File: src/hw/rtl/mp2d_pkg.sv
// ----------------------------------------------------------------------------
// mp2d_pkg
// Shared constants and controller/datapath command and status types for the
// streaming 2-D max pooling block.
// ----------------------------------------------------------------------------
`default_nettype none

package mp2d_pkg;

  // Default sizing of the block.
  localparam int MAX_PADDED_WIDTH_DEF = 256;
  localparam int MAX_KERNEL_DEF       = 8;
  localparam int VALUE_WIDTH_DEF      = 16;

  // Configuration register indexes.
  localparam logic [2:0] REG_KERNEL_SIZE = 3'd0;
  localparam logic [2:0] REG_STRIDE      = 3'd1;
  localparam logic [2:0] REG_PADDING     = 3'd2;
  localparam logic [2:0] REG_IN_HEIGHT   = 3'd3;
  localparam logic [2:0] REG_IN_WIDTH    = 3'd4;

  // Commands from the controller to the datapath.
  typedef struct packed {
    logic take;  // accept one input item
    logic step;  // issue one window read
    logic load;  // move the finished window into the output register
  } mp2d_cmd_t;

  // Status from the datapath to the controller.
  typedef struct packed {
    logic emit;      // the offered item closes a window
    logic scan_end;  // the current read is the last of the window
    logic out_free;  // the output register can take a result
  } mp2d_sts_t;

endpackage

`default_nettype wire

File: src/hw/rtl/mp2d_ctrl.sv
// ----------------------------------------------------------------------------
// mp2d_ctrl
// Sequencer: takes items, walks the window reads and hands the result to
// the output register.
// ----------------------------------------------------------------------------
`default_nettype none

module mp2d_ctrl (
  input  wire logic              clk,
  input  wire logic              rst,
  input  wire logic              in_valid,
  output logic                   in_stall,
  input  wire mp2d_pkg::mp2d_sts_t sts,
  output mp2d_pkg::mp2d_cmd_t    cmd
);
  import mp2d_pkg::*;

  localparam logic [1:0] ST_IDLE   = 2'd0;
  localparam logic [1:0] ST_SCAN   = 2'd1;
  localparam logic [1:0] ST_DRAIN  = 2'd2;
  localparam logic [1:0] ST_FINISH = 2'd3;

  logic [1:0] state;
  logic [1:0] state_next;

  // Next state and command decode.
  always_comb begin
    state_next = state;
    cmd        = '0;
    in_stall   = 1'b1;
    case (state)
      ST_IDLE: begin
        in_stall = 1'b0;
        if (in_valid) begin
          cmd.take = 1'b1;
          if (sts.emit) state_next = ST_SCAN;
        end
      end
      ST_SCAN: begin
        cmd.step = 1'b1;
        if (sts.scan_end) state_next = ST_DRAIN;
      end
      ST_DRAIN: begin
        state_next = ST_FINISH;
      end
      ST_FINISH: begin
        if (sts.out_free) begin
          cmd.load   = 1'b1;
          state_next = ST_IDLE;
        end
      end
      default: begin
        state_next = ST_IDLE;
      end
    endcase
  end

  // State register.
  always_ff @(posedge clk) begin
    if (rst) begin
      state <= ST_IDLE;
    end else begin
      state <= state_next;
    end
  end

endmodule

`default_nettype wire

File: config.mk
export PLATFORM = sky130hd
export DESIGN_NAME = mp2d_ctrl
export DESIGN_NICKNAME = d
export VERILOG_FILES = /design/src/hw/rtl/mp2d_pkg.sv /design/src/hw/rtl/mp2d_ctrl.sv
export SDC_FILE = /design/constraint.sdc
export NUM_CORES = 1
export LEC_CHECK = 0
export BUFFER_PORTS_ARGS = -buffer_cell sky130_fd_sc_hd__buf_4
export CELL_PAD_IN_SITES_DETAIL_PLACEMENT = 1
export CELL_PAD_IN_SITES_GLOBAL_PLACEMENT = 1
export CORE_AREA = 2 2 39 41
export CTS_BUF_LIST = sky130_fd_sc_hd__clkbuf_8
export DETAILED_ROUTE_END_ITERATION = 16
export DIE_AREA = 0 0 41 43
export PLACE_DENSITY = 0.48
export SYNTH_ARGS = -nofsm -noshare
export SYNTH_HDL_FRONTEND = slang
export SYNTH_SLANG_ARGS = --single-unit
File: constraint.sdc
create_clock -name clk -period 1.7 [get_ports clk]
set_input_delay 0.425 -clock clk [delete_from_list [all_inputs] [get_ports clk]]
set_output_delay 0.425 -clock clk [all_outputs]
set_load 0.01 [all_outputs]
==> reports/summary.txt, run 1 <==
CTS clk-pin slew, worst paths: 0.03 ns
share of total power in the clock network: 0.368
post-DP HPWL: 368.9 um
Layout Nets: 47
1st-iter DRT viols: 5
Chip Width: 41 um
RSZ-0062 raised after global routing: false
dominant cell type by area after synthesis: ha_1
cells after synthesis: 22
Pint: 0.3320 mW
I/O Pins: 10
period utilisation layout: 0.9511
grt total ovfl: 0
DRT Pass-1 Iters: 4
Global Route Usage Sum: 0.06413
non-filler cells, final: 50
# rows: 14
Critical Path Fanout Max: 4
CTS tree: done
Mapped Avg Cell Area: 8.872 um^2
Setup Viol. Count Final: 0
Critical Path AT: 1.19 ns
YS warnings: 0
f_max: 618.5 MHz
final hold vios: 0
largest net degree at the start of global routing: 5
IO buf count: 9
hold-fix buffers at CTS: 0
clk_lat worst skew: 0.21 ns
Chip Height: 43 um
TNS Setup: 0 ns
initial antenna violation count: 0
Max Cap Violations: 0
critical path launch point type: flip-flop
clock buffer depth: 2
HP Class: in2reg
Reg power frac: 0.177
most frequent cells in the layout: buf_4 (9), inv_1 (5), ha_1 (5)
starting density of the core: 0.1410
Setup CP Type: reg2out
final hold slack: 0.5152 ns
sequential fraction of the synthesis area: 0.2051
VDD IR-drop max: 467.8 uV
Seq cells post-synth: 2
clock buffer count from CTS: 3
vias in the first global route: 210
Biggest register: state
Sink Count: 2
top-area cell type share of the netlist area: 0.3205
Switching Fraction: 0.3249
Clock Skews: 0.0006152 ns
Final Total Pwr: 0.4918 mW
status: complete, no violations
synth unique cells: 10
placed cell areas: 282.8 um^2
leakage power figure: 0.1734 nW
Design Area, Final: 324.1 um^2
Synth Cell Area: 195.2 um^2
WL/cell: 8.960 um
post-synth net total: 33
fin crit period: 1.617 ns
critical path required time: 1.27 ns
Psw: 0.1598 mW
post-cts sizing count: 0
global-route wire length before repair: 724 um
H-tree levels: 1
commonest non-fill, non-tap cell in the layout: buf_4
Via density: 3.620
n_diodes: 0
combinational power share: 0.455
Slew Limit Fails: 0
biggest regs: state: 2 flops
CP Capture Type: output port
relative slew slack: 0.6649
Final Wtd Congestion: 0.6424
die area: 1763 um^2
total number of vias: 181
max FFs per register: 2
Syn-to-layout area delta: 66.03%
dpl cells: 47
ratio of cells with drive above 1 in the final layout: 0.3824
CORE AREA: 1384 um^2
PD cells: 1517 nW/um^2
Post-CTS Setup Bufs: 0
DRC viols: 0
Root Driver: clkbuf_8
top cells by area, synth: ha_1 (32%), dfxtp_1 (21%), mux2i_1 (10%)
DRT Wirelength: 448 um
Least-Margin Pin Slew: 0.5026 ns
post-route ant nets: 0
-- power by group through the flow --
stage	clock, mW	sequential, mW	combinational [mW]
4_1_cts	0.187	0.0871	0.231
6_report	0.181	0.0870	0.224
5_1_grt	0.191	0.0892	0.263
3_3_place_gp	0	0.0848	0.221
2_1_floorplan	0	0.0821	0.141
3_5_place_dp	0	0.0877	0.229
-- stage by stage --
step | setup slack, ns | utilization
4_1_cts | 0.06695 | 0.2342
2_1_floorplan | 0.3477 | -
6_report | 0.08318 | 0.2342
3_3_place_gp | 0.2549 | 0.2043
3_5_place_dp | 0.2006 | 0.2043
5_1_grt | 0.02043 | 0.2342
-- synth_stat cells (all sizes together) --
| cell | count |
|---|---|
| o21bai | 1 |
| nand2b | 3 |
| mux2i | 2 |
| and2 | 2 |
| dfxtp | 2 |
| ha | 5 |
| a222oi | 1 |
| inv | 5 |
| nand2 | 1 |
-- per-layer routing --
metal	track usage	part of all wire	routed length, um	vias to the layer above
met2	0.09688	0.44	196	10
met1	0.05751	0.42	186	77
li1	-	-	-	94
met5	0	0	0	-
met4	0.06000	0	0	0
met3	0.03141	0.15	65	0
-- logic make-up (layout without fill, tap and decap cells) --
family          after synthesis  in the layout  synth area share
mux                           2              2            0.1026
simple gates                  6              6            0.1859
compound gates                2              2           0.08976
flops                         2              2            0.2051
fa+ha+maj                     5              5            0.3205
buf+inv                       5             17           0.09616
-- critical path, stage by stage (launching register included) --
cell	delay (ns)
dfxtp_1	0.38
inv_1	0.10
ha_1	0.23
and2_1	0.14
buf_4	0.14
-- worst paths after layout --
check / to / start / cells past startpoint / slack, ns
hold / removal: state[0]$_SDFFE_PP0P_ / rst / 3 / 0.52
hold reg to reg: state[1]$_SDFFE_PP0P_ / state[1]$_SDFFE_PP0P_ / 2 / 0.52
setup / recovery: cmd[2] / state[0]$_SDFFE_PP0P_ / 4 / 0.08
setup reg to reg: state[1]$_SDFFE_PP0P_ / state[0]$_SDFFE_PP0P_ / 4 / 0.23
-- layout make-up --
| class | count | area [um^2] |
|---|---|---|
| Multi-Input combinational cell | 15 | 136.4 |
| Sequential cell | 2 | 40.04 |
| Clock buffer | 3 | 41.29 |
| Tap cell | 16 | 20.02 |
| Inverter | 5 | 18.77 |
| Fill cell | 168 | 1060 |
| Timing Repair Buffer | 9 | 67.56 |
Note: power is estimated with default switching activity, not from simulation.
==> inputs of run 2 (changes only) <==
Settings changed: MAX_ROUTING_LAYER set to met4, PLACE_DENSITY 0.48 to 0.43.
==> reports/summary.txt, run 2 (synthesized netlist as in run 1, its figures left out) <==
status: complete, no violations
hold-fix buffers at CTS: 0
CORE AREA: 1384 um^2
Clock Skews: 0.001611 ns
CTS tree: done
Critical Path AT: 1.18 ns
Chip Width: 41 um
Max Cap Violations: 0
CP startpoint: state[1]$_SDFFE_PP0P_
f_max: 624.8 MHz
Setup CP Type: reg2out
HP Class: reg2reg
critical path launch point type: flip-flop
period utilisation layout: 0.9415
clock buffer count from CTS: 3
Design Area, Final: 325.3 um^2
TNS Setup: 0 ns
combinational power share: 0.450
total number of vias: 182
area of the multi-input gates: 136.4 um^2
I/O Pins: 10
placed cell areas: 282.8 um^2
# rows: 14
relative slew slack: 0.6607
Sink Count: 2
post-route ant nets: 0
Final Total Pwr: 0.4967 mW
post-DP HPWL: 398.8 um
met3 usage: 0.03141
Chip Height: 43 um
Global Route Usage Sum: 0.06667
critical path required time: 1.27 ns
leakage power figure: 0.1737 nW
Setup Viol. Count Final: 0
Layout Nets: 47
GRT met1 Usage: 0.05732
most frequent cells in the layout: buf_4 (9), inv_1 (5), ha_1 (5)
commonest non-fill, non-tap cell in the layout: buf_4
CTS clk-pin slew, worst paths: 0.03 ns
IO buf count: 9
vias in the first global route: 220
RSZ-0062 raised after global routing: false
CP Capture Type: output port
grt total ovfl: 0
DRT Pass-1 Iters: 4
final hold slack: 0.4974 ns
Via density: 3.640
Root Driver: clkbuf_8
Psw: 0.1636 mW
Slew Limit Fails: 0
Pint: 0.3331 mW
Reg power frac: 0.180
H-tree levels: 1
starting density of the core: 0.1410
Switching Fraction: 0.3294
initial antenna violation count: 0
Syn-to-layout area delta: 66.67%
n_diodes: 0
ratio of cells with drive above 1 in the final layout: 0.4118
max FFs per register: 2
WL/cell: 9.360 um
R2R cell count: 4
share of total power in the clock network: 0.370
number of fill cells: 182
Critical Path Fanout Max: 4
global-route wire length before repair: 752 um
DRC viols: 0
clock buffer depth: 2
final core occ: 0.2351
die area: 1763 um^2
Biggest register: state
r2r setup slk: 0.23 ns
FF-to-FF End: state[1]$_SDFFE_PP0P_
Most Crowded Layer GR: met2
Final Wtd Congestion: 0.6073
Setup crit end: cmd[2]
met2 Track Usage GR: 0.1000
VDD IR-drop max: 480.7 uV
fin crit period: 1.601 ns
r2r startpoint: state[1]$_SDFFE_PP0P_
largest net degree at the start of global routing: 5
DRT Wirelength: 468 um
PD cells: 1527 nW/um^2
biggest regs: state: 2 flops
1st-iter DRT viols: 3
Least-Margin Pin Slew: 0.5090 ns
clk_lat worst skew: 0.21 ns
final hold vios: 0
FF/Latch Area: 41.29 um^2
## run 2: layer usage
layer / share of wire / routed length, um
met1: 0.43 / 201
met5: 0 / 0
met2: 0.46 / 217
met3: 0.10 / 49
met4: 0 / 0
## run 2: power by group through the flow
stage | Combinational (mW) | Sequential, mW | Clock, mW
after global placement | 0.227 | 0.0883 | 0
final | 0.224 | 0.0896 | 0.184
after detailed placement | 0.229 | 0.0899 | 0
after global routing | 0.259 | 0.0939 | 0.195
after CTS | 0.230 | 0.0893 | 0.192
after floorplan | 0.141 | 0.0821 | 0
## run 2: final cells by class
| type | instances | share of cell area |
|---|---|---|
| clock buffers | 3 | 0.1269 |
| inverters | 5 | 0.05769 |
| multi-input cells | 15 | 0.4192 |
| flip-flops and latches | 2 | 0.1269 |
| well taps | 16 | 0.06154 |
| repair buffers | 9 | 0.2077 |
## run 2: stage by stage
step / cells / setup WS [ns]
after floorplan: 22 / 0.3477
after global placement: 47 / 0.2455
after detailed placement: 47 / 0.1868
after CTS: 50 / 0.04971
after global routing: 50 / 0.03158
final: 50 / 0.09939
## run 2: how the worst min path moves through the flow
| stage | slack [ns] | cells past startpoint | end | start |
|---|---|---|---|---|
| after CTS | 0.51 | 3 | state[0]$_SDFFE_PP0P_ | rst |
| after global placement | 0.52 | 2 | state[0]$_SDFFE_PP0P_ | state[0]$_SDFFE_PP0P_ |
| final | 0.50 | 2 | state[0]$_SDFFE_PP0P_ | state[0]$_SDFFE_PP0P_ |
| after floorplan | 0.48 | 2 | state[1]$_SDFFE_PP0P_ | state[1]$_SDFFE_PP0P_ |
| after global routing | 0.53 | 3 | state[0]$_SDFFE_PP0P_ | rst |
| after detailed placement | 0.53 | 2 | state[0]$_SDFFE_PP0P_ | state[0]$_SDFFE_PP0P_ |
## run 2: timing repair
item	4_1_cts	5_1_grt
resized for setup	0	1
setup endpoints to repair	0	1
setup buffers	0	0
## run 2: worst max-delay path: stages (launching register included)
cell	delay, ns
dfxtp_1	0.37
inv_1	0.10
ha_1	0.21
and2_1	0.15
buf_4	0.14
==> inputs of run 3 (changes only) <==
==> constraint.sdc (replaced) <==
create_clock -name clk -period 1.7 [get_ports clk]
set_input_delay 0.34 -clock clk [delete_from_list [all_inputs] [get_ports clk]]
set_output_delay 0.34 -clock clk [all_outputs]
set_load 0.01 [all_outputs]
==> reports/summary.txt, run 3 (synthesized netlist as in run 1, its figures left out) <==
die area: 1763 um^2
R2R cell count: 4
RSZ-0062 raised after global routing: false
Design Area, Final: 324.1 um^2
fin crit period: 1.537 ns
Max stage delay on crit path: 0.37 ns
FF/Latch Area: 40.04 um^2
post-DP HPWL: 398.8 um
f_max: 650.8 MHz
DRC viols: 0
share of total power in the clock network: 0.371
max FFs per register: 2
status: complete, no violations
Sink Count: 2
Max Cap Violations: 0
Switching Fraction: 0.3308
Global Route Usage Sum: 0.06667
DRT Pass-1 Iters: 4
Final Total Pwr: 0.4946 mW
Setup crit end: cmd[2]
post-route ant nets: 0
ratio of cells with drive above 1 in the final layout: 0.3824
area of the multi-input gates: 136.4 um^2
total number of vias: 182
hold-fix buffers at CTS: 0
relative slew slack: 0.6593
top routing layer in use: met3
WL met3: 49 um
Reg power frac: 0.177
commonest non-fill, non-tap cell in the layout: buf_4
H-tree levels: 1
Chip Width: 41 um
IO buf count: 9
vias in the first global route: 220
1st-iter DRT viols: 3
clock buffer count from CTS: 3
Clock Skews: 0.001611 ns
Psw: 0.1636 mW
r2r startpoint: state[0]$_SDFFE_PP0P_
grt total ovfl: 0
starting density of the core: 0.1410
CP Capture Type: output port
Slew Limit Fails: 0
Post-CTS Setup Bufs: 0
most frequent cells in the layout: buf_4 (9), inv_1 (5), ha_1 (5)
final hold vios: 0
placed cell areas: 282.8 um^2
Syn-to-layout area delta: 66.03%
Setup Viol. Count Final: 0
n_diodes: 0
Root Driver: clkbuf_8
PD cells: 1526 nW/um^2
clk_lat worst skew: 0.21 ns
Met2 Wirelength: 217 um
clock buffer depth: 2
number of fill cells: 180
CP startpoint: state[0]$_SDFFE_PP0P_
Via density: 3.640
initial antenna violation count: 0
critical path launch point type: flip-flop
I/O Pins: 10
DRT met1 WL: 201 um
CORE AREA: 1384 um^2
CTS clk-pin slew, worst paths: 0.03 ns
r2r setup slk: 0.22 ns
Layout Nets: 47
global-route wire length before repair: 752 um
worst path cell trace: inv_1 -> ha_1 -> and2_1 -> buf_4
Setup CP Type: reg2out
# rows: 14
post-cts sizing count: 0
DRT Wirelength: 468 um
CTS tree: done
TNS Setup: 0 ns
VDD IR-drop max: 480.8 uV
Critical Path AT: 1.20 ns
Least-Margin Pin Slew: 0.5110 ns
leakage power figure: 0.1734 nW
HP Class: in2reg
Critical Path Fanout Max: 4
FF-to-FF End: state[1]$_SDFFE_PP0P_
largest net degree at the start of global routing: 5
Biggest register: state
Final Wtd Congestion: 0.6073
Pint: 0.3310 mW
WL/cell: 9.360 um
biggest regs: state: 2 flops
Chip Height: 43 um
slowest CP cell: dfxtp_1
period utilisation layout: 0.9038
combinational power share: 0.452
dpl cells: 47
non-filler cells, final: 50
critical path required time: 1.36 ns
==> run 3: changes by cell type in the layout (fill, tap and decap cells not counted) <==
cell	before	now
dfxtp_1	1	2
dfxtp_2	1	0
==> run 3: area by class of cell <==
cell class	instances	share of cell area
clock buffer	3	0.1274
timing repair buffer	9	0.2085
tap	16	0.06178
inverter	5	0.05792
sequential	2	0.1236
multi-input combinational	15	0.4208
==> run 3: layer usage <==
| layer | up-vias | track usage |
|---|---|---|
| met1 | 79 | 0.05732 |
| met2 | 10 | 0.1000 |
| li1 | 93 | - |
| met4 | 0 | 0.06000 |
| met5 | - | - |
| met3 | 0 | 0.03141 |
==> run 3: critical path, delay by kind of cell, from the launching register on <==
kind / cells / cell delay [ns]
AND/OR/NAND/NOR: 1 / 0.15
flip-flops: 1 / 0.37
adder cells (fa/ha/maj): 1 / 0.23
buffers and inverters: 2 / 0.24
==> run 3: how the worst min path moves through the flow <==
| stage | to | cells after the start | start |
|---|---|---|---|
| 2_1_floorplan | state[1]$_SDFFE_PP0P_ | 2 | state[1]$_SDFFE_PP0P_ |
| 3_3_place_gp | state[0]$_SDFFE_PP0P_ | 2 | state[0]$_SDFFE_PP0P_ |
| 3_5_place_dp | state[0]$_SDFFE_PP0P_ | 2 | state[0]$_SDFFE_PP0P_ |
| 4_1_cts | state[0]$_SDFFE_PP0P_ | 3 | rst |
| 5_1_grt | state[0]$_SDFFE_PP0P_ | 3 | rst |
| 6_report | state[0]$_SDFFE_PP0P_ | 3 | rst |
==> run 3: per-stage QoR <==
step                worst slack [ns]  utilization  hold WS [ns]
CTS                           0.1347       0.2342        0.4260
floorplan                     0.3477            -        0.4807
finish                        0.1635       0.2342        0.4243
detailed placement            0.1868       0.2043        0.5303
global route                 0.06126       0.2342        0.4586
global placement              0.2455       0.2043        0.5165
==> run 3: power groups by stage <==
stage / Sequential, mW / Combinational (mW) / Clock (mW)
final: 0.0876 / 0.223 / 0.184
after global routing: 0.0918 / 0.259 / 0.195
after CTS: 0.0893 / 0.230 / 0.192
after detailed placement: 0.0899 / 0.229 / 0
after global placement: 0.0883 / 0.227 / 0
after floorplan: 0.0821 / 0.141 / 0
